--- src/hdl/s2r_pkg.sv ---
// shared constants, tables and types for the spectrum to rgb converter
`default_nettype none

package s2r_pkg;

  // band layout
  localparam int NUM_BANDS     = 30;
  localparam int BAND_WIDTH_NM = 10;
  localparam int BAND_IDX_W    = $clog2(NUM_BANDS);

  // sample and color matching table widths
  localparam int SAMPLE_W = 16;
  localparam int ROM_W    = 17;
  localparam int BW_W     = $clog2(BAND_WIDTH_NM + 1);
  localparam int ROMW_W   = ROM_W + BW_W;
  localparam int PROD_W   = SAMPLE_W + ROMW_W;

  // xyz sums and normalize divider
  localparam int SUM_W      = 48;
  localparam int NORM_SHIFT = 16;
  localparam int NUM_W      = SUM_W + NORM_SHIFT;
  localparam int DIV_BITS   = 8;
  localparam int DIV_STEPS  = NUM_W / DIV_BITS;
  localparam int DIV_CNT_W  = $clog2(DIV_STEPS);

  // matrix datapath
  localparam int NUM_CH    = 3;
  localparam int CH_W      = $clog2(NUM_CH);
  localparam int CHUNK_W   = SUM_W / 2;
  localparam int COEF_W    = 19;
  localparam int MPROD_W   = CHUNK_W + 1 + COEF_W;
  localparam int ACC_W     = 64;
  localparam int RGB_W     = 32;
  localparam int FRAC_DROP = ACC_W - RGB_W;

  // queue between front and back
  localparam int FIFO_DEPTH = 2;
  localparam int FIFO_PTR_W = $clog2(FIFO_DEPTH);
  localparam int FIFO_CNT_W = $clog2(FIFO_DEPTH + 1);

  typedef logic [ROM_W-1:0]  rom_tab_t  [NUM_BANDS];
  typedef logic [ROMW_W-1:0] romw_tab_t [NUM_BANDS];
  typedef logic signed [COEF_W-1:0] mat_t [NUM_CH][NUM_CH];

  typedef struct packed {
    logic [SUM_W-1:0] x;
    logic [SUM_W-1:0] y;
    logic [SUM_W-1:0] z;
  } xyz_t;

  // cie color matching entries, unsigned q1.16, bands 405 to 695 nm
  localparam rom_tab_t ROM_X = '{
    17'd3108,  17'd9478,  17'd16309, 17'd21149, 17'd22403, 17'd18525, 17'd14548,
    17'd8467,  17'd3015,  17'd465,   17'd239,   17'd2828,  17'd8313,  17'd15762,
    17'd24931, 17'd34605, 17'd45985, 17'd58021, 17'd68879, 17'd74948, 17'd74367,
    17'd66017, 17'd53317, 17'd37719, 17'd25199, 17'd14928, 17'd8282,  17'd4352,
    17'd2158,  17'd1032
  };
  localparam rom_tab_t ROM_Y = '{
    17'd326,   17'd937,   17'd1712,  17'd2725,  17'd3764,  17'd4744,  17'd6948,
    17'd10060, 17'd13532, 17'd18682, 17'd28034, 17'd40673, 17'd52078, 17'd59450,
    17'd64318, 17'd65501, 17'd64897, 17'd61765, 17'd56277, 17'd49446, 17'd41092,
    17'd32086, 17'd23654, 17'd15839, 17'd10141, 17'd5885,  17'd3211,  17'd1674,
    17'd827,   17'd395
  };
  localparam rom_tab_t ROM_Z = '{
    17'd15527,  17'd48358,  17'd85525, 17'd114575, 17'd125727, 17'd109081,
    17'd93614,  17'd65482,  17'd36814, 17'd20355,  17'd11272,  17'd5429,
    17'd2459,   17'd1026,   17'd402,   17'd153,    17'd58,     17'd22,
    17'd9,      17'd4,      17'd2,     17'd1,      17'd0,      17'd0,
    17'd0,      17'd0,      17'd0,     17'd0,      17'd0,      17'd0
  };

  // xyz to linear srgb, signed q.16
  localparam mat_t MAT = '{
    '{ 19'sd212368, -19'sd100739, -19'sd32672 },
    '{ -19'sd63521,  19'sd122945,  19'sd2723  },
    '{ 19'sd3647,   -19'sd13372,   19'sd69292 }
  };

  // table entry times band width
  function automatic romw_tab_t scale_tab(rom_tab_t t);
    romw_tab_t r;
    for (int i = 0; i < NUM_BANDS; i++) begin
      r[i] = ROMW_W'(t[i]) * ROMW_W'(BAND_WIDTH_NM);
    end
    return r;
  endfunction

  function automatic longint sum_tab(rom_tab_t t);
    longint s;
    s = 0;
    for (int i = 0; i < NUM_BANDS; i++) begin
      s = s + longint'(t[i]);
    end
    return s;
  endfunction

  // white normalize divisor: band width times integral of the y table
  localparam longint DIVISOR = longint'(BAND_WIDTH_NM) * sum_tab(ROM_Y);
  localparam int DIV_W = $clog2(DIVISOR + 1);
  localparam logic [DIV_W-1:0] DIV_D = DIV_W'(DIVISOR);

  // half lsb of the q20.12 result
  localparam logic [ACC_W:0] RND_BIAS = (ACC_W + 1)'(1) << (FRAC_DROP - 1);

endpackage

`default_nettype wire

--- src/hdl/s2r_front.sv ---
// front end: band counter, per-band multiply and xyz accumulation
`default_nettype none

module s2r_front (
  input  logic                          clk,
  input  logic                          rst_n,
  input  logic                          in_push,
  output logic                          in_full,
  input  logic [s2r_pkg::SAMPLE_W-1:0]  in_sample_value,
  output logic                          fifo_push,
  input  logic                          fifo_full,
  output s2r_pkg::xyz_t                 fifo_wdata
);
  import s2r_pkg::*;

  localparam romw_tab_t ROMW_X = scale_tab(ROM_X);
  localparam romw_tab_t ROMW_Y = scale_tab(ROM_Y);
  localparam romw_tab_t ROMW_Z = scale_tab(ROM_Z);

  logic [BAND_IDX_W-1:0] band_r;
  logic                  p_vld_r;
  logic                  p_last_r;
  logic [PROD_W-1:0]     px_r;
  logic [PROD_W-1:0]     py_r;
  logic [PROD_W-1:0]     pz_r;
  xyz_t                  sum_r;
  xyz_t                  sum_nxt;
  logic                  stall;
  logic                  accept;
  logic                  last_band;

  // a finished pixel that cannot enter the queue holds both stages
  assign stall     = p_vld_r && p_last_r && fifo_full;
  assign in_full   = stall;
  assign accept    = in_push && !stall;
  assign last_band = (band_r == BAND_IDX_W'(NUM_BANDS - 1));

  assign sum_nxt.x = sum_r.x + SUM_W'(px_r);
  assign sum_nxt.y = sum_r.y + SUM_W'(py_r);
  assign sum_nxt.z = sum_r.z + SUM_W'(pz_r);

  assign fifo_push  = p_vld_r && p_last_r && !fifo_full;
  assign fifo_wdata = sum_nxt;

  always_ff @(posedge clk) begin
    if (!rst_n) begin
      band_r   <= '0;
      p_vld_r  <= 1'b0;
      p_last_r <= 1'b0;
      sum_r    <= '0;
    end else if (!stall) begin
      p_vld_r  <= accept;
      p_last_r <= accept && last_band;
      if (accept) begin
        band_r <= last_band ? '0 : band_r + 1'b1;
      end
      if (p_vld_r) begin
        sum_r <= p_last_r ? '0 : sum_nxt;
      end
    end
  end

  always_ff @(posedge clk) begin
    if (!stall) begin
      px_r <= PROD_W'(in_sample_value) * PROD_W'(ROMW_X[band_r]);
      py_r <= PROD_W'(in_sample_value) * PROD_W'(ROMW_Y[band_r]);
      pz_r <= PROD_W'(in_sample_value) * PROD_W'(ROMW_Z[band_r]);
    end
  end

endmodule

`default_nettype wire

--- config.mk ---
export PLATFORM = sky130hd
export DESIGN_NAME = s2r_front
export DESIGN_NICKNAME = d
export VERILOG_FILES = /design/src/hdl/s2r_pkg.sv /design/src/hdl/s2r_front.sv
export SDC_FILE = /design/constraint.sdc
export NUM_CORES = 2
export LEC_CHECK = 0
export BUFFER_PORTS_ARGS = -buffer_cell sky130_fd_sc_hd__buf_2
export CORE_MARGIN = 4
export CORE_UTILIZATION = 37
export CTS_CLUSTER_SIZE = 30
export DETAILED_ROUTE_END_ITERATION = 12
export GPL_TIMING_DRIVEN = 1
export HOLD_SLACK_MARGIN = 0.1
export SKIP_LAST_GASP = 1
export SYNTH_ARGS = -nofsm -noshare
export SYNTH_HDL_FRONTEND = slang
export SYNTH_SLANG_ARGS = --single-unit
--- constraint.sdc ---
create_clock -name clk -period 20.8 [get_ports clk]
set_clock_uncertainty 0.05 [all_clocks]
set_input_delay 2.08 -clock clk [delete_from_list [all_inputs] [get_ports clk]]
set_output_delay 2.08 -clock clk [all_outputs]
set_load 0.05 [all_outputs]
==> impl_metrics.yaml <==
run_status:
  status: "complete, no violations"
setup_path:
  critPathSlowestCell: "o21ai_2"
  required_ns: 21.11
  endpoint_kind: "flop"
  critPathBufInv: 2
  cpPeakStageDelay_ns: 0.82
  path_max_fanout: 16
  cp.arrival_ns: 9.65
  critPathLaunchType: "flop"
  ff2ff_setup_slack_ns: 11.46
  crit_chain: "inv_1 > ha_1 > nand2_1 > a21oi_1 > a21oi_1 > o21ai_2 > nand2_1 > fa_1 > fa_1 > inv_1 > fa_1 > fa_1 > fa_1 > fa_1 > ha_1 > nand2_1 > or4_1 > o21ai_0 > o221ai_1 > o21ai_0 > a21o_1 > a21oi_1 > xnor2_1"
  r2r-end: "py_r[32]"
  crit_top_cell: "fa_1"
  r2r_cells: 23
  cp_num_cells: 23
  crit_start: "band_r[1]"
  crit_type: "reg -> reg"
  setup.worst_path.end: "py_r[32]"
  cp_top_family: "adder cells"
  reg2reg_from: "band_r[1]"
logic_synthesis:
  yosys.area.top_type: "fa_1"
  synth_ff_type: "dfxtp_1"
  yosysTopAreaCellShare_pct: 30.94
  avgSynthCellArea_um2: 8.733
  synth_enable_flop_cells: 108
  synth_warnings: 0
  yosysSeqAreaShare_pct: 13.19
  synthTopCellsByArea: "fa_1 (31%), ha_1 (12%), edfxtp_1 (6.9%)"
  synth.ff_latch_count: 256
  netlist_area_um2: 47050
  synth.distinct_cells: 98
  syn-instance-count: 5387
  async_reset_ff_share_pct: 0
detailed_routing:
  drtAntennaViolNets: 0
  routed_wl_um: 133000
  drcViolationCount: 0
  dr.first_iter.drc_count: 2497
  vias: 37400
  dr.pass1.iters: 6
  wl_per_cell_um: 18.90
  vias_per_cell: 5.315
cts:
  cts_tree: "done"
  clk_pin_slew_ns: 0.06
  clock_path_buffers: 3
  cts_hold_buffers: 0
  cts_setup_buffers: 0
  worstSkewPairLatency_ns: 0.61
  clock-sinks: 256
  h-tree-depth: 1
  cts_resized: 0
  numCtsBuffers: 30
  clock-root-buffer: "clkbuf_16"
finish:
  fill_cells: 12700
  final_cell_mix: "inv_1 (825), fa_1 (727), nand2_1 (678), ha_1 (454), and2_1 (419)"
  layout-drive-gt1-share_pct: 6.834
  area_growth_pct: 7.478
  finalNetCount: 6562
  final_common_cell: "inv_1"
worst_hold_path:
  min_path_type: "reg -> reg"
  min-delay-start: "sum_r[1]"
global_routing:
  overflow: 0
  antenna_found_initial: 6
  grt_pass1_wl_um: 214300
  grtUsageTotal_pct: 20.07
  grt_pass1_vias: 38940
  grt_max_degree: 75
die:
  die_area_um2: 132900
  die_y_um: 364.6
  start_util_pct: 37.37
  io_pins: 166
  fp.coreArea_um2: 125900
  die_x_um: 364.6
  rows: 130
sta:
  max-slew-margin-rel_pct: 16.21
  rsz0062_at_grt: "false"
  hold_viol_final: 0
  finalCritPeriodShare_pct: 44.91
  setup_tns_ns: 0
  fin_crit_ns: 9.341
  tightest_slew_ns: 1.252
  drv_slew: 0
  setup_violations: 0
  fmax_mhz: 107.1
run:
  maxCapViolations: 0
place:
  dp.final_hpwl_um: 99890
  place.gp.congestion: 0.9241
  portBuffers: 162
-- how the worst min path moves through the flow --
stage / endpoint / slack [ns] / cells past startpoint
after floorplan: sum_r[1] / 0.39 / 2
after global placement: sum_r[3] / 0.39 / 2
after detailed placement: sum_r[1] / 0.40 / 2
after CTS: sum_r[1] / 0.41 / 2
after global routing: sum_r[49] / 0.43 / 2
final: sum_r[1] / 0.41 / 2
-- per-layer routing --
layer / global-route usage (%) / vias to the layer above / part of all wire, %
met4: 6.092 / 2 / 3.0
met2: 33.51 / 1085 / 47
met5: 0 / - / 0.0098
met3: 2.678 / 220 / 6.1
li1: - / 17320 / -
met1: 27.13 / 18780 / 44
-- cells in the mapped netlist (8+ instances only) --
cell type and n:
buf_1 15, o21a_1 17, xnor2_1 156, o31ai_1 19
or4_1 8, a22oi_1 58, o311ai_0 8, a211oi_1 31
a221o_1 9, fa_1 727, o21bai_1 30, mux2i_1 10
inv_1 826, and3_1 29, clkbuf_1 262, ha_1 454
nor2b_1 46, o21ai_1 19, and2_1 419, o211ai_1 19
nand2_1 679, a21oi_1 279, a311oi_1 11, edfxtp_1 108
nand4_1 37, nand3_1 84, a21o_1 118, a211o_1 8
or3_1 17, nand2b_1 29, nor2_1 226, nor3_1 41
a31oi_1 32, xor2_1 72, a22o_1 43, dfxtp_1 148
o21ai_0 138, o22ai_1 10
-- area by class of cell --
class / instances / area, µm² / area share [%]
Multi-Input combinational cell: 4009 / 36760 / 72.69
Clock buffer: 34 / 787.0 / 1.556
Sequential cell: 256 / 6210 / 12.28
Tap cell: 1650 / 2064 / 4.083
Antenna cell: 2 / 5.005 / 0.009898
Inverter: 828 / 3108 / 6.147
Timing Repair Buffer: 236 / 1366 / 2.702
Clock inverter: 22 / 266.5 / 0.5271
-- metrics by stage --
stage               utilization (%)  instance area [µm²]  hold WS (ns)  setup WS [ns]  instances
floorplan                         -                47050        0.3856          12.43       5389
global placement              39.32                49510        0.3923          11.78       6979
detailed placement            39.32                49510        0.4018          11.68       6979
CTS                           40.16                50560        0.4094          11.68       7035
global route                  40.16                50560        0.4319          10.92       7035
finish                        40.16                50560        0.4054          11.46       7037
-- worst register-to-register path: stages, from the launching register on --
cell and delay [ns]:
dfxtp_1 0.64, inv_1 0.28, ha_1 0.65, nand2_1 0.41, a21oi_1 0.26, a21oi_1 0.07, o21ai_2 0.82, nand2_1 0.19
fa_1 0.54, fa_1 0.54, inv_1 0.06, fa_1 0.55, fa_1 0.44, fa_1 0.53, fa_1 0.48, ha_1 0.42
nand2_1 0.11, or4_1 0.51, o21ai_0 0.31, o221ai_1 0.26, o21ai_0 0.50, a21o_1 0.23, a21oi_1 0.09, xnor2_1 0.14
-- kinds of logic after synthesis --
logic type	synth area share [%]
flip-flops	13.19
AND/OR/NAND/NOR	17.08
buffers and inverters	9.138
adder cells (fa/ha/maj)	43.01
XOR/XNOR	4.245
AO/OA/AOI/OAI	13.07
multiplexers	0.2606
other	0.007971
-- state kept, by name, indices dropped and copies added (netlist names) --
name      count
px_r         36
p_vld_r       1
p_last_r      1
pz_r         36
py_r         36
band_r        5
sum_r       141
Power is left out: the tool's default activity adds up to more than one toggle a clock period on the data nets, which glitch-free logic cannot reach.
