[src/hdl/s2r_pkg.sv]
// shared constants, tables and types for the spectrum to rgb converter
`default_nettype none

package s2r_pkg;

  // band layout
  localparam int NUM_BANDS     = 30;
  localparam int BAND_WIDTH_NM = 10;
  localparam int BAND_IDX_W    = $clog2(NUM_BANDS);

  // sample and color matching table widths
  localparam int SAMPLE_W = 16;
  localparam int ROM_W    = 17;
  localparam int BW_W     = $clog2(BAND_WIDTH_NM + 1);
  localparam int ROMW_W   = ROM_W + BW_W;
  localparam int PROD_W   = SAMPLE_W + ROMW_W;

  // xyz sums and normalize divider
  localparam int SUM_W      = 48;
  localparam int NORM_SHIFT = 16;
  localparam int NUM_W      = SUM_W + NORM_SHIFT;
  localparam int DIV_BITS   = 8;
  localparam int DIV_STEPS  = NUM_W / DIV_BITS;
  localparam int DIV_CNT_W  = $clog2(DIV_STEPS);

  // matrix datapath
  localparam int NUM_CH    = 3;
  localparam int CH_W      = $clog2(NUM_CH);
  localparam int CHUNK_W   = SUM_W / 2;
  localparam int COEF_W    = 19;
  localparam int MPROD_W   = CHUNK_W + 1 + COEF_W;
  localparam int ACC_W     = 64;
  localparam int RGB_W     = 32;
  localparam int FRAC_DROP = ACC_W - RGB_W;

  // queue between front and back
  localparam int FIFO_DEPTH = 2;
  localparam int FIFO_PTR_W = $clog2(FIFO_DEPTH);
  localparam int FIFO_CNT_W = $clog2(FIFO_DEPTH + 1);

  typedef logic [ROM_W-1:0]  rom_tab_t  [NUM_BANDS];
  typedef logic [ROMW_W-1:0] romw_tab_t [NUM_BANDS];
  typedef logic signed [COEF_W-1:0] mat_t [NUM_CH][NUM_CH];

  typedef struct packed {
    logic [SUM_W-1:0] x;
    logic [SUM_W-1:0] y;
    logic [SUM_W-1:0] z;
  } xyz_t;

  // cie color matching entries, unsigned q1.16, bands 405 to 695 nm
  localparam rom_tab_t ROM_X = '{
    17'd3108,  17'd9478,  17'd16309, 17'd21149, 17'd22403, 17'd18525, 17'd14548,
    17'd8467,  17'd3015,  17'd465,   17'd239,   17'd2828,  17'd8313,  17'd15762,
    17'd24931, 17'd34605, 17'd45985, 17'd58021, 17'd68879, 17'd74948, 17'd74367,
    17'd66017, 17'd53317, 17'd37719, 17'd25199, 17'd14928, 17'd8282,  17'd4352,
    17'd2158,  17'd1032
  };
  localparam rom_tab_t ROM_Y = '{
    17'd326,   17'd937,   17'd1712,  17'd2725,  17'd3764,  17'd4744,  17'd6948,
    17'd10060, 17'd13532, 17'd18682, 17'd28034, 17'd40673, 17'd52078, 17'd59450,
    17'd64318, 17'd65501, 17'd64897, 17'd61765, 17'd56277, 17'd49446, 17'd41092,
    17'd32086, 17'd23654, 17'd15839, 17'd10141, 17'd5885,  17'd3211,  17'd1674,
    17'd827,   17'd395
  };
  localparam rom_tab_t ROM_Z = '{
    17'd15527,  17'd48358,  17'd85525, 17'd114575, 17'd125727, 17'd109081,
    17'd93614,  17'd65482,  17'd36814, 17'd20355,  17'd11272,  17'd5429,
    17'd2459,   17'd1026,   17'd402,   17'd153,    17'd58,     17'd22,
    17'd9,      17'd4,      17'd2,     17'd1,      17'd0,      17'd0,
    17'd0,      17'd0,      17'd0,     17'd0,      17'd0,      17'd0
  };

  // xyz to linear srgb, signed q.16
  localparam mat_t MAT = '{
    '{ 19'sd212368, -19'sd100739, -19'sd32672 },
    '{ -19'sd63521,  19'sd122945,  19'sd2723  },
    '{ 19'sd3647,   -19'sd13372,   19'sd69292 }
  };

  // table entry times band width
  function automatic romw_tab_t scale_tab(rom_tab_t t);
    romw_tab_t r;
    for (int i = 0; i < NUM_BANDS; i++) begin
      r[i] = ROMW_W'(t[i]) * ROMW_W'(BAND_WIDTH_NM);
    end
    return r;
  endfunction

  function automatic longint sum_tab(rom_tab_t t);
    longint s;
    s = 0;
    for (int i = 0; i < NUM_BANDS; i++) begin
      s = s + longint'(t[i]);
    end
    return s;
  endfunction

  // white normalize divisor: band width times integral of the y table
  localparam longint DIVISOR = longint'(BAND_WIDTH_NM) * sum_tab(ROM_Y);
  localparam int DIV_W = $clog2(DIVISOR + 1);
  localparam logic [DIV_W-1:0] DIV_D = DIV_W'(DIVISOR);

  // half lsb of the q20.12 result
  localparam logic [ACC_W:0] RND_BIAS = (ACC_W + 1)'(1) << (FRAC_DROP - 1);

endpackage

`default_nettype wire

[src/hdl/s2r_fifo.sv]
// short queue of finished xyz sums between front and back
`default_nettype none

module s2r_fifo (
  input  logic           clk,
  input  logic           rst_n,
  input  logic           push,
  output logic           full,
  input  s2r_pkg::xyz_t  wdata,
  input  logic           pop,
  output logic           empty,
  output s2r_pkg::xyz_t  rdata
);
  import s2r_pkg::*;

  xyz_t                  mem_r [FIFO_DEPTH];
  logic [FIFO_PTR_W-1:0] wr_ptr_r;
  logic [FIFO_PTR_W-1:0] rd_ptr_r;
  logic [FIFO_CNT_W-1:0] count_r;
  logic                  do_push;
  logic                  do_pop;

  assign full    = (count_r == FIFO_CNT_W'(FIFO_DEPTH));
  assign empty   = (count_r == '0);
  assign do_push = push && !full;
  assign do_pop  = pop && !empty;
  assign rdata   = mem_r[rd_ptr_r];

  always_ff @(posedge clk) begin
    if (!rst_n) begin
      wr_ptr_r <= '0;
      rd_ptr_r <= '0;
      count_r  <= '0;
    end else begin
      if (do_push) begin
        wr_ptr_r <= (wr_ptr_r == FIFO_PTR_W'(FIFO_DEPTH - 1)) ? '0 : wr_ptr_r + 1'b1;
      end
      if (do_pop) begin
        rd_ptr_r <= (rd_ptr_r == FIFO_PTR_W'(FIFO_DEPTH - 1)) ? '0 : rd_ptr_r + 1'b1;
      end
      if (do_push && !do_pop) begin
        count_r <= count_r + 1'b1;
      end else if (do_pop && !do_push) begin
        count_r <= count_r - 1'b1;
      end
    end
  end

  always_ff @(posedge clk) begin
    if (do_push) begin
      mem_r[wr_ptr_r] <= wdata;
    end
  end

endmodule

`default_nettype wire

[config.mk]
export PLATFORM = sky130hd
export DESIGN_NAME = s2r_fifo
export DESIGN_NICKNAME = d
export VERILOG_FILES = /design/src/hdl/s2r_pkg.sv /design/src/hdl/s2r_fifo.sv
export SDC_FILE = /design/constraint.sdc
export NUM_CORES = 1
export LEC_CHECK = 0
export BUFFER_PORTS_ARGS = -buffer_cell sky130_fd_sc_hd__buf_2
export CAP_MARGIN = 20
export CORE_ASPECT_RATIO = 2
export CORE_MARGIN = 2
export CORE_UTILIZATION = 50
export DETAILED_ROUTE_END_ITERATION = 10
export PLACE_DENSITY = 0.77
export SKIP_CTS_REPAIR_TIMING = 1
export SLEW_MARGIN = 20
export SYNTH_ARGS = -nofsm -noshare
export SYNTH_HDL_FRONTEND = slang
export SYNTH_SLANG_ARGS = --single-unit
[constraint.sdc]
create_clock -name clk -period 14.05 [get_ports clk]
set_input_delay 2.81 -clock clk [delete_from_list [all_inputs] [get_ports clk]]
set_output_delay 2.81 -clock clk [all_outputs]
set_load 0.01 [all_outputs]
==> summary.md, run 1 <==
| Metric | Value |
|---|---|
| WL final | 21100 µm |
| Nets@finish | 931 |
| Number of H-tree levels | 1 |
| Met3 Use GR | 0.03801 |
| GR peak layer | met2 |
| First-pass GRT wire length | 30390 µm |
| Power Density | 177.7 nW/µm² |
| CP Capture Type | primary output |
| Worst hold start | count_r[1]$_SDFFE_PN0P_ |
| Fillers | 1541 |
| Vias in the first global route | 5944 |
| Ratio of cells with drive above 1 in the final layout | 0.5987 |
| Mapped cell area | 10860 µm² |
| Die Wd | 108.2 µm |
| Vias | 5440 |
| Site row count | 76 |
| CP startpoint kind | flop |
| DRT iter0 DRCs | 232 |
| Sequential share of the synthesized area | 0.8056 |
| Cell Area, Placed | 12590 µm² |
| Final Cell Area | 13330 µm² |
| ANT nets after route | 0 |
| Tmin final | 5.438 ns |
| Cells after Synth | 473 |
| Area leader, netlist | edfxtp_1 |
| CTS Buf Count | 25 |
| Post-Place Worst Slack | 8.871 ns |
| Synth Net Count | 622 |
| Area growth syn-to-layout | 22.78% |
| MaxCap Viol Count | 0 |
| Reg-to-Reg End | mem_r[1][107]$_DFFE_PP_ |
| Clock Latency Late Sink | 0.52 ns |
| PnR worst setup slack | 8.612 ns |
| Die footprint | 22980 µm² |
| Fin util | 0.6232 |
| Met2 GRT Util | 0.3390 |
| I/O Pins | 294 |
| Tightest Pin Transition | 1.061 ns |
| CTS tree | yes |
| Hold Crit Class | flop to flop |
| CP required | 11.24 ns |
| Leak Pwr | 5.058 nW |
| DP HPWL | 14660 µm |
| Worst path arrival time | 2.63 ns |
| Share of Yosys cell area claimed by the top area cell type | 0.7964 |
| Tot GR Track Use | 0.1773 |
| Reg2Reg Setup Slack | 11.20 ns |
| Yosys warning count | 0 |
| IO buf count | 293 |
| Worst r2r src | count_r[0]$_SDFFE_PN0P_ |
| Syn Area/Cell | 22.96 µm² |
| Netlist cell types | 21 |
| Maximum number of pins on one net before global-route repair | 79 |
| Hold_ws | 0.5436 ns |
| Initial antenna violation count | 9 |
| Total core area | 21400 µm² |
| Final worst path period share | 0.3870 |
| Status | finished, final reports clean |
| 1st-pass router iterations | 4 |
| CP max FO | 55 |
| Unrepaired setup endpoints after global routing | false |
| Worst VDD drop | 166.0 µV |
| Synth area leaders | edfxtp_1 (80%), mux2_2 (8.7%), mux2_4 (8.3%), dfxtp_1 (0.92%), buf_6 (0.83%) |
| Sequential cell area | 8752 µm² |
| Flops & latches, synth | 293 |
| M1 GR Usage | 0.1671 |
| Grt ovf | 0 |
| DRC Markers | 0 |
| Multi-input logic area | 1984 µm² |
| Achievable Freq | 183.9 MHz |
| Placer's final routability congestion estimate | 0.7393 |
| Chip height | 212.4 µm |
| Drt via density | 5.051 |
| Final setup TNS | 0 ns |
| Sink Count | 293 |
| Hold Vio Cnt, Final | 0 |
| Routed len/inst | 19.59 µm |
| CP endpoint | rdata[143] |
| Worst Path Class, Setup | flop to primary output |
| # setup viols final | 0 |
| R2R depth | 3 |
| Initial Utilization | 0.5075 |
| Rel. slew slack | 0.2929 |
| Clk slew on worst S/H paths | 0.06 ns |
| Pins Over Slew Limit | 0 |
| Clock Path Buffers | 3 |
| Clk root buf | clkbuf_16 |
| Clk_skew | 0.01996 ns |
==> cells by family (layout without fill, tap and decap cells) <==
group           Yosys count  in the layout  synth area share
flops                   293            293            0.8056
mux                     144            144            0.1701
buf+inv                  18            340           0.01268
simple gates              9              9          0.005071
compound gates            5              5          0.002996
xor+xnor                  3              3          0.002420
fa+ha+maj                 1              1          0.001152
other cells               0              9                 0
==> layer usage <==
metal / share of wire / vias up
li1: - / 2505
met1: 0.31 / 2664
met2: 0.58 / 212
met3: 0.061 / 55
met4: 0.049 / 4
met5: 0.0016 / -
==> critical path, stage by stage (launching register included) <==
cell and delay (ns):
dfxtp_4 0.65, buf_4 0.80, mux2_2 0.43, buf_2 0.14
==> flip-flops by register name, indices dropped and copies added (netlist names), named ones only <==
| register | flops |
|---|---|
| count_r | 2 |
| wr_ptr_r | 1 |
| rd_ptr_r | 1 |
| mem_r | 288 |
==> worst min-delay path by stage <==
stage	depth (start not counted)	endpoint	slack, ns
2_1_floorplan	2	count_r[1]$_SDFFE_PN0P_	0.48
3_3_place_gp	2	count_r[1]$_SDFFE_PN0P_	0.50
3_5_place_dp	2	count_r[1]$_SDFFE_PN0P_	0.53
4_1_cts	2	count_r[1]$_SDFFE_PN0P_	0.55
5_1_grt	2	count_r[1]$_SDFFE_PN0P_	0.59
6_report	2	count_r[1]$_SDFFE_PN0P_	0.54
==> area by class of cell <==
class	count	area share
antenna	9	0.001689
clock buffer	30	0.04833
clock inverter	10	0.005724
inverter	2	0.0005631
multi-input combinational	162	0.1488
sequential	293	0.6564
tap	273	0.02562
timing repair buffer	298	0.1128
==> placed cells by master (no fill, tap or decap), drive strengths merged, types with 2 or more instances in the layout <==
cell type  Yosys  final
a21boi         2      2
and2           3      3
buf           16    298
clkbuf         0     30
clkinv         0      8
dfxtp          5      5
diode          0      9
edfxtp       288    288
inv            2      2
mux2         144    144
nor2           2      2
o21ai          2      2
xnor2          2      2
==> report_power, final <==
group          total, mW  leakage (nW)  switching [mW]  internal, mW
Sequential          1.14          2.73          0.0421          1.10
Combinational      0.607          1.98           0.312         0.295
Clock              0.621         0.350           0.278         0.342
Total               2.37          5.06           0.632          1.74
==> synthesized netlist by cell type <==
cell,n
edfxtp_1,288
mux2_2,84
mux2_4,60
buf_2,8
buf_6,8
dfxtp_1,5
and2_1,3
inv_1,2
nor2_1,2
xnor2_1,2
a21boi_0,1
a21boi_1,1
and3_1,1
ha_1,1
nand2b_1,1
nor3_2,1
o21a_1,1
o21ai_0,1
o21ai_1,1
or3_1,1
xor2_1,1
==> metrics by stage <==
stage	std cells	total power, mW
finish	1077	2.370
CTS	1068	2.400
global placement	1028	1.753
global route	1072	2.468
detailed placement	1028	1.776
floorplan	473	1.575
Note: power is estimated with default switching activity, not from simulation.
==> inputs of run 2 (changes only) <==
Clock period 14.05 ns to 5.3 ns, I/O delays scaled along.
==> run 2 against run 1 <==
Core utilization is 0.31 points higher; wire length increased by 1.3%; flip-flop and latch count unchanged; sequential power grew to 2.7 times the previous value; non-clock buffer count did not move; largest power group unchanged; critical endpoint is now rdata[40]; cell count up 0.19%; clock power grew to 2.8 times the previous value; sequential share of layout area down 0.32 points; global-route usage increased by 0.33 points; die area unchanged.
==> summary.md, run 2 (synthesis gave the netlist of run 1 again) <==
| Metric | Value |
|---|---|
| Status | finished, final reports clean |
| Worst path arrival time | 2.67 ns |
| 1st-pass router iterations | 4 |
| Initial antenna violation count | 10 |
| Vias | 5506 |
| Hold Path Sink | count_r[1]$_SDFFE_PN0P_ |
| Cell Area, Placed | 12610 µm² |
| Total core area | 21400 µm² |
| # setup viols final | 0 |
| Top sig layer | met5 |
| Final worst path period share | 0.7029 |
| Largest regs | mem_r (288), count_r (2) |
| Area growth syn-to-layout | 23.39% |
| Maximum number of pins on one net before global-route repair | 86 |
| Clk_skew | 0.01734 ns |
| Drt via density | 5.103 |
| Worst r2r src | count_r[0]$_SDFFE_PN0P_ |
| Achievable Freq | 268.4 MHz |
| Sink Count | 293 |
| Final Cell Area | 13400 µm² |
| Unrepaired setup endpoints after global routing | false |
| Worst Path Class, Setup | flop to primary output |
| Fin util | 0.6263 |
| Most common cell after layout, fill and taps aside | buf_2 |
| Worst VDD drop | 348.9 µV |
| Die Wd | 108.2 µm |
| Hold Crit Class | flop to flop |
| CTS tree | yes |
| Final setup TNS | 0 ns |
| I/O Pins | 294 |
| Reg2Reg Setup Slack | 3.02 ns |
| Hold_ws | 0.5351 ns |
| Clk root buf | clkbuf_16 |
| Routed len/inst | 19.80 µm |
| ANT nets after route | 0 |
| Clk slew on worst S/H paths | 0.07 ns |
| Pins Over Slew Limit | 0 |
| Site row count | 76 |
| Post-route insts no fill | 1079 |
| Leak Pwr | 5.085 nW |
| WHS Path Cells | 2 |
| First-pass GRT wire length | 30870 µm |
| Hold Vio Cnt, Final | 0 |
| R2R depth | 3 |
| Grt ovf | 0 |
| MaxCap Viol Count | 0 |
| Die footprint | 22980 µm² |
| DRC Markers | 0 |
| Most frequent cells in the layout | buf_2 (293), edfxtp_1 (288), mux2_2 (84), mux2_4 (60), clkbuf_16 (25) |
| Nets@finish | 931 |
| IO buf count | 293 |
| CTS Buf Count | 25 |
| Worst hold start | count_r[1]$_SDFFE_PN0P_ |
| Power Density | 474.8 nW/µm² |
| Tot GR Track Use | 0.1806 |
| Ratio of cells with drive above 1 in the final layout | 0.5995 |
| DP HPWL | 14620 µm |
| CP startpoint kind | flop |
| Number of H-tree levels | 1 |
| Tightest Pin Transition | 1.015 ns |
| Vias in the first global route | 5947 |
| Largest register FFs | 288 |
| Initial Utilization | 0.5075 |
| CP max FO | 69 |
| Clock Latency Late Sink | 0.53 ns |
| Tmin final | 3.725 ns |
| WL final | 21370 µm |
| Rel. slew slack | 0.3233 |
| Reg-to-Reg End | mem_r[1][10]$_DFFE_PP_ |
| CP required | 4.24 ns |
| CP Capture Type | primary output |
| WL met1 | 6480 µm |
| Placer's final routability congestion estimate | 0.8076 |
| Met2 WL | 12320 µm |
| Biggest register | mem_r |
| Clock Path Buffers | 3 |
| Chip height | 212.4 µm |
| DRT iter0 DRCs | 335 |
| Inst Count DP | 1028 |
| Met3 wire length | 1479 µm |
run 2: worst max-delay path: stages, from the launching register on:
cell,delay (ns)
dfxtp_4,1.02
buf_4,0.55
mux2_2,0.40
buf_2,0.14
run 2: final cells by class:
cell class,count,area (µm²)
Sequential cell,293,8752
Fill cell,1512,7996
Clock buffer,28,636.9
Inverter,2,7.507
Multi-Input combinational cell,162,1984
Clock inverter,16,130.1
Timing Repair Buffer,298,1529
Tap cell,273,341.6
Antenna cell,7,17.52
run 2: worst max-delay path by stage:
stage / startpoint / end / depth (start not counted)
2_1_floorplan: push / mem_r[0][0]$_DFFE_PP_ / 2
3_3_place_gp: flop / rdata[3] / 3
3_5_place_dp: flop / rdata[36] / 3
4_1_cts: flop / rdata[40] / 3
5_1_grt: flop / rdata[40] / 3
6_report: flop / rdata[40] / 3
run 2: where the power goes:
group	total (mW)	internal, mW	switching (mW)
Combinational	1.56	0.787	0.773
Clock	1.73	0.959	0.766
Sequential	3.08	2.92	0.160
run 2: through the flow:
stage,power (mW),worst slack [ns]
after floorplan,4.157,0.2817
after global placement,4.653,2.171
after detailed placement,4.711,2.091
after CTS,6.438,1.522
after global routing,6.632,1.409
final,6.363,1.575
run 2: layer usage:
layer  GRT usage  vias to the layer above
met5           0                        -
met4     0.09593                        6
met3     0.05242                       69
met2      0.3483                      243
met1      0.1623                     2684
li1            -                     2504
==> inputs of run 3 (changes only) <==
Settings changed: ABC_AREA set to 1.
Clock period 5.3 ns to 3.9 ns, I/O delays scaled along.
==> run 3 against run 2 <==
Worst hold slack got worse by 0.096 ns; register-to-register slack got worse by 1.2 ns; critical path depth unchanged; via count increased by 0.11%; non-clock buffer count is 3 higher; first-iteration DRC count is 29% lower; clock power increased by 47%; wire length up 1.0%; worst setup slack lost 0.70 ns; synthesized cell count up 2.7%; design area rose by 1.1%; critical path type unchanged; critical endpoint is now rdata[125]; largest power group unchanged.
==> summary.md, run 3 <==
| Metric | Value |
|---|---|
| Status | finished, final reports clean |
| Maximum number of pins on one net before global-route repair | 62 |
| Vias in the first global route | 5812 |
| DRT iter0 DRCs | 238 |
| Grt ovf | 0 |
| WHS Path Cells | 1 |
| CP startpoint kind | flop |
| Clk slew on worst S/H paths | 0.07 ns |
| MaxCap Viol Count | 0 |
| Synth area leaders | edfxtp_1 (80%), mux2_2 (8.7%), mux2_4 (8.3%), dfxtp_1 (0.92%), buf_6 (0.83%) |
| Tightest Pin Transition | 0.7675 ns |
| Synth Area in Adders | 0.001151 |
| 1st-pass router iterations | 5 |
| Count leader, synth | edfxtp_1 |
| Most used DFF post-synth | edfxtp_1 |
| Clock Latency Late Sink | 0.53 ns |
| CTS Buf Count | 24 |
| Clock Path Buffers | 3 |
| Post-route insts no fill | 1099 |
| Largest family of logic cells by synthesized area | multiplexers |
| I/O Pins | 294 |
| Routed len/inst | 19.64 µm |
| Top Family by Delay on Critical Path | flip-flops |
| Rel. slew slack | 0.4884 |
| IO buf count | 293 |
| R2R depth | 3 |
| Final setup TNS | 0 ns |
| Pins Over Slew Limit | 0 |
| Chip height | 212.5 µm |
| Site row count | 76 |
| EDFF count, synth | 288 |
| Initial antenna violation count | 12 |
| Synth cell count leaders | edfxtp_1 (288), mux2_2 (84), mux2_4 (60) |
| Tmin final | 3.028 ns |
| Async SR Flop Fraction | 0 |
| Drt via density | 5.015 |
| Clk root buf | clkbuf_16 |
| Power Density | 638.9 nW/µm² |
| CP Capture Type | primary output |
| Share of Yosys cell area claimed by the top area cell type | 0.7959 |
| Synth Area in Simple Gates | 0.006908 |
| Netlist cell types | 14 |
| Bufs and invs on worst path | 2 |
| Ratio of cells with drive above 1 in the final layout | 0.5983 |
| Number of H-tree levels | 1 |
| Largest regs | mem_r (288), count_r (2) |
| Die Wd | 108.2 µm |
| CP max FO | 61 |
| Total core area | 21400 µm² |
| Inst Count DP | 1044 |
| Reg-to-Reg End | mem_r[0][43]$_DFFE_PP_ |
| Cells after Synth | 486 |
| WL final | 21580 µm |
| Mapped cell area | 10870 µm² |
| CP required | 3.12 ns |
| Yosys warning count | 0 |
| Sink Count | 293 |
| # setup viols final | 0 |
| CTS tree | yes |
| Placer's final routability congestion estimate | 0.8116 |
| Area growth syn-to-layout | 24.71% |
| Biggest register | mem_r |
| Leak Pwr | 5.181 nW |
| CP max stage delay | 0.73 ns |
| Worst Path Class, Setup | flop to primary output |
| Worst VDD drop | 458.3 µV |
| Final worst path period share | 0.7764 |
| Hold Vio Cnt, Final | 0 |
| Worst r2r src | count_r[0]$_SDFFE_PN0P_ |
| Worst hold start | wdata[110] |
| Initial Utilization | 0.5079 |
| Worst path slowest cell | dfxtp_4 |
| Worst path arrival time | 2.25 ns |
| XOR/XNOR Fraction of Synth Area | 0 |
| Reg2Reg Setup Slack | 1.82 ns |
| Clk_skew | 0.02383 ns |
| Largest register FFs | 288 |
| Area leader, netlist | edfxtp_1 |
| Vias | 5512 |
| Unrepaired setup endpoints after global routing | false |
| Most frequent cells in the layout | buf_2 (293), edfxtp_1 (288), mux2_2 (84), mux2_4 (60), clkbuf_16 (25) |
| Tot GR Track Use | 0.1802 |
| Hold Path Sink | mem_r[1][110]$_DFFE_PP_ |
| Mux cell area share after synthesis | 0.1699 |
| Most common cell after layout, fill and taps aside | buf_2 |
| Sequential share of the synthesized area | 0.8051 |
| DRC Markers | 0 |
| Die footprint | 23000 µm² |
| Crit-path cells | buf_12 > mux2_2 > buf_2 |
| Achievable Freq | 330.3 MHz |
| Nets@finish | 946 |
| Synth Area in Compound Gates | 0.001842 |
| Hold Crit Class | input port to flop |
| ANT nets after route | 0 |
| Syn Area/Cell | 22.36 µm² |
| Synth Net Count | 635 |
| DP HPWL | 14610 µm |
| First-pass GRT wire length | 30460 µm |
| Flops & latches, synth | 293 |
-- run 3: cell types whose count changed after synthesis, sizes merged, moves of 2 or more --
| cell | previous run | this run |
|---|---|---|
| xnor2 | 2 | 0 |
| nand2 | 0 | 6 |
| a21boi | 2 | 0 |
| and2 | 3 | 0 |
| nor2 | 2 | 11 |
| inv | 2 | 9 |
-- run 3: worst max path at each step --
stage          start                      end  slack (ns)  cells past startpoint
2_1_floorplan   push    mem_r[0][0]$_DFFE_PP_       -1.27                      2
3_5_place_dp    push  mem_r[0][122]$_DFFE_PP_        1.35                      4
4_1_cts         flop                rdata[32]        0.82                      3
5_1_grt         flop               rdata[125]        0.75                      3
6_report        flop               rdata[125]        0.87                      3
3_3_place_gp    flop               rdata[125]        1.36                      3
-- run 3: layout make-up --
class	instances	area, µm²
flip-flops and latches	293	8752
inverters	9	33.78
well taps	273	341.6
fillers	1558	7844
repair buffers	301	1577
diodes	12	30.03
clock buffers	26	629.4
clock inverters	17	219.0
multi-input cells	168	1969
-- run 3: per-layer routing --
metal	GRT usage	vias up	part of all wire
met4	0.09903	2	0.052
met3	0.03464	68	0.052
met1	0.1710	2688	0.31
li1	-	2544	-
met5	0	-	0.00074
met2	0.3492	210	0.59
-- run 3: through the flow --
step | power (mW) | area, µm² | hold WS (ns) | utilization | setup WS (ns)
2_1_floorplan | 5.486 | 10870 | 0.4669 | - | -1.271
3_5_place_dp | 6.212 | 12670 | 0.4957 | 0.5923 | 1.346
3_3_place_gp | 6.166 | 12670 | 0.4779 | 0.5923 | 1.363
6_report | 8.658 | 13550 | 0.4386 | 0.6334 | 0.8720
5_1_grt | 9.023 | 13550 | 0.4236 | 0.6333 | 0.7459
4_1_cts | 8.773 | 13520 | 0.4177 | 0.6320 | 0.8186
-- run 3: worst register-to-register path: cells and delay by family, from the launching register on --
family | cells | cell delay, ns
buffers and inverters | 1 | 0.46
AO/OA/AOI/OAI | 1 | 0.30
AND/OR/NAND/NOR | 1 | 0.59
flip-flops | 1 | 0.40
-- run 3: power breakdown --
part           total (mW)  leakage [nW]  internal [mW]  switching, mW
logic                1.98          2.04          0.945           1.03
registers            4.13          2.73           3.98          0.151
clock network        2.55         0.413           1.50           1.05
total                8.66          5.18           6.42           2.23
-- run 3: logic make-up (layout without fill, tap and decap cells) --
group,count (synthesis),in the layout
and+or+nand+nor,19,19
DFF,293,293
muxes,144,144
buffers and inverters,25,353
adders and majority gates,1,1
other,0,12
AOI/OAI and AO/OA,4,4
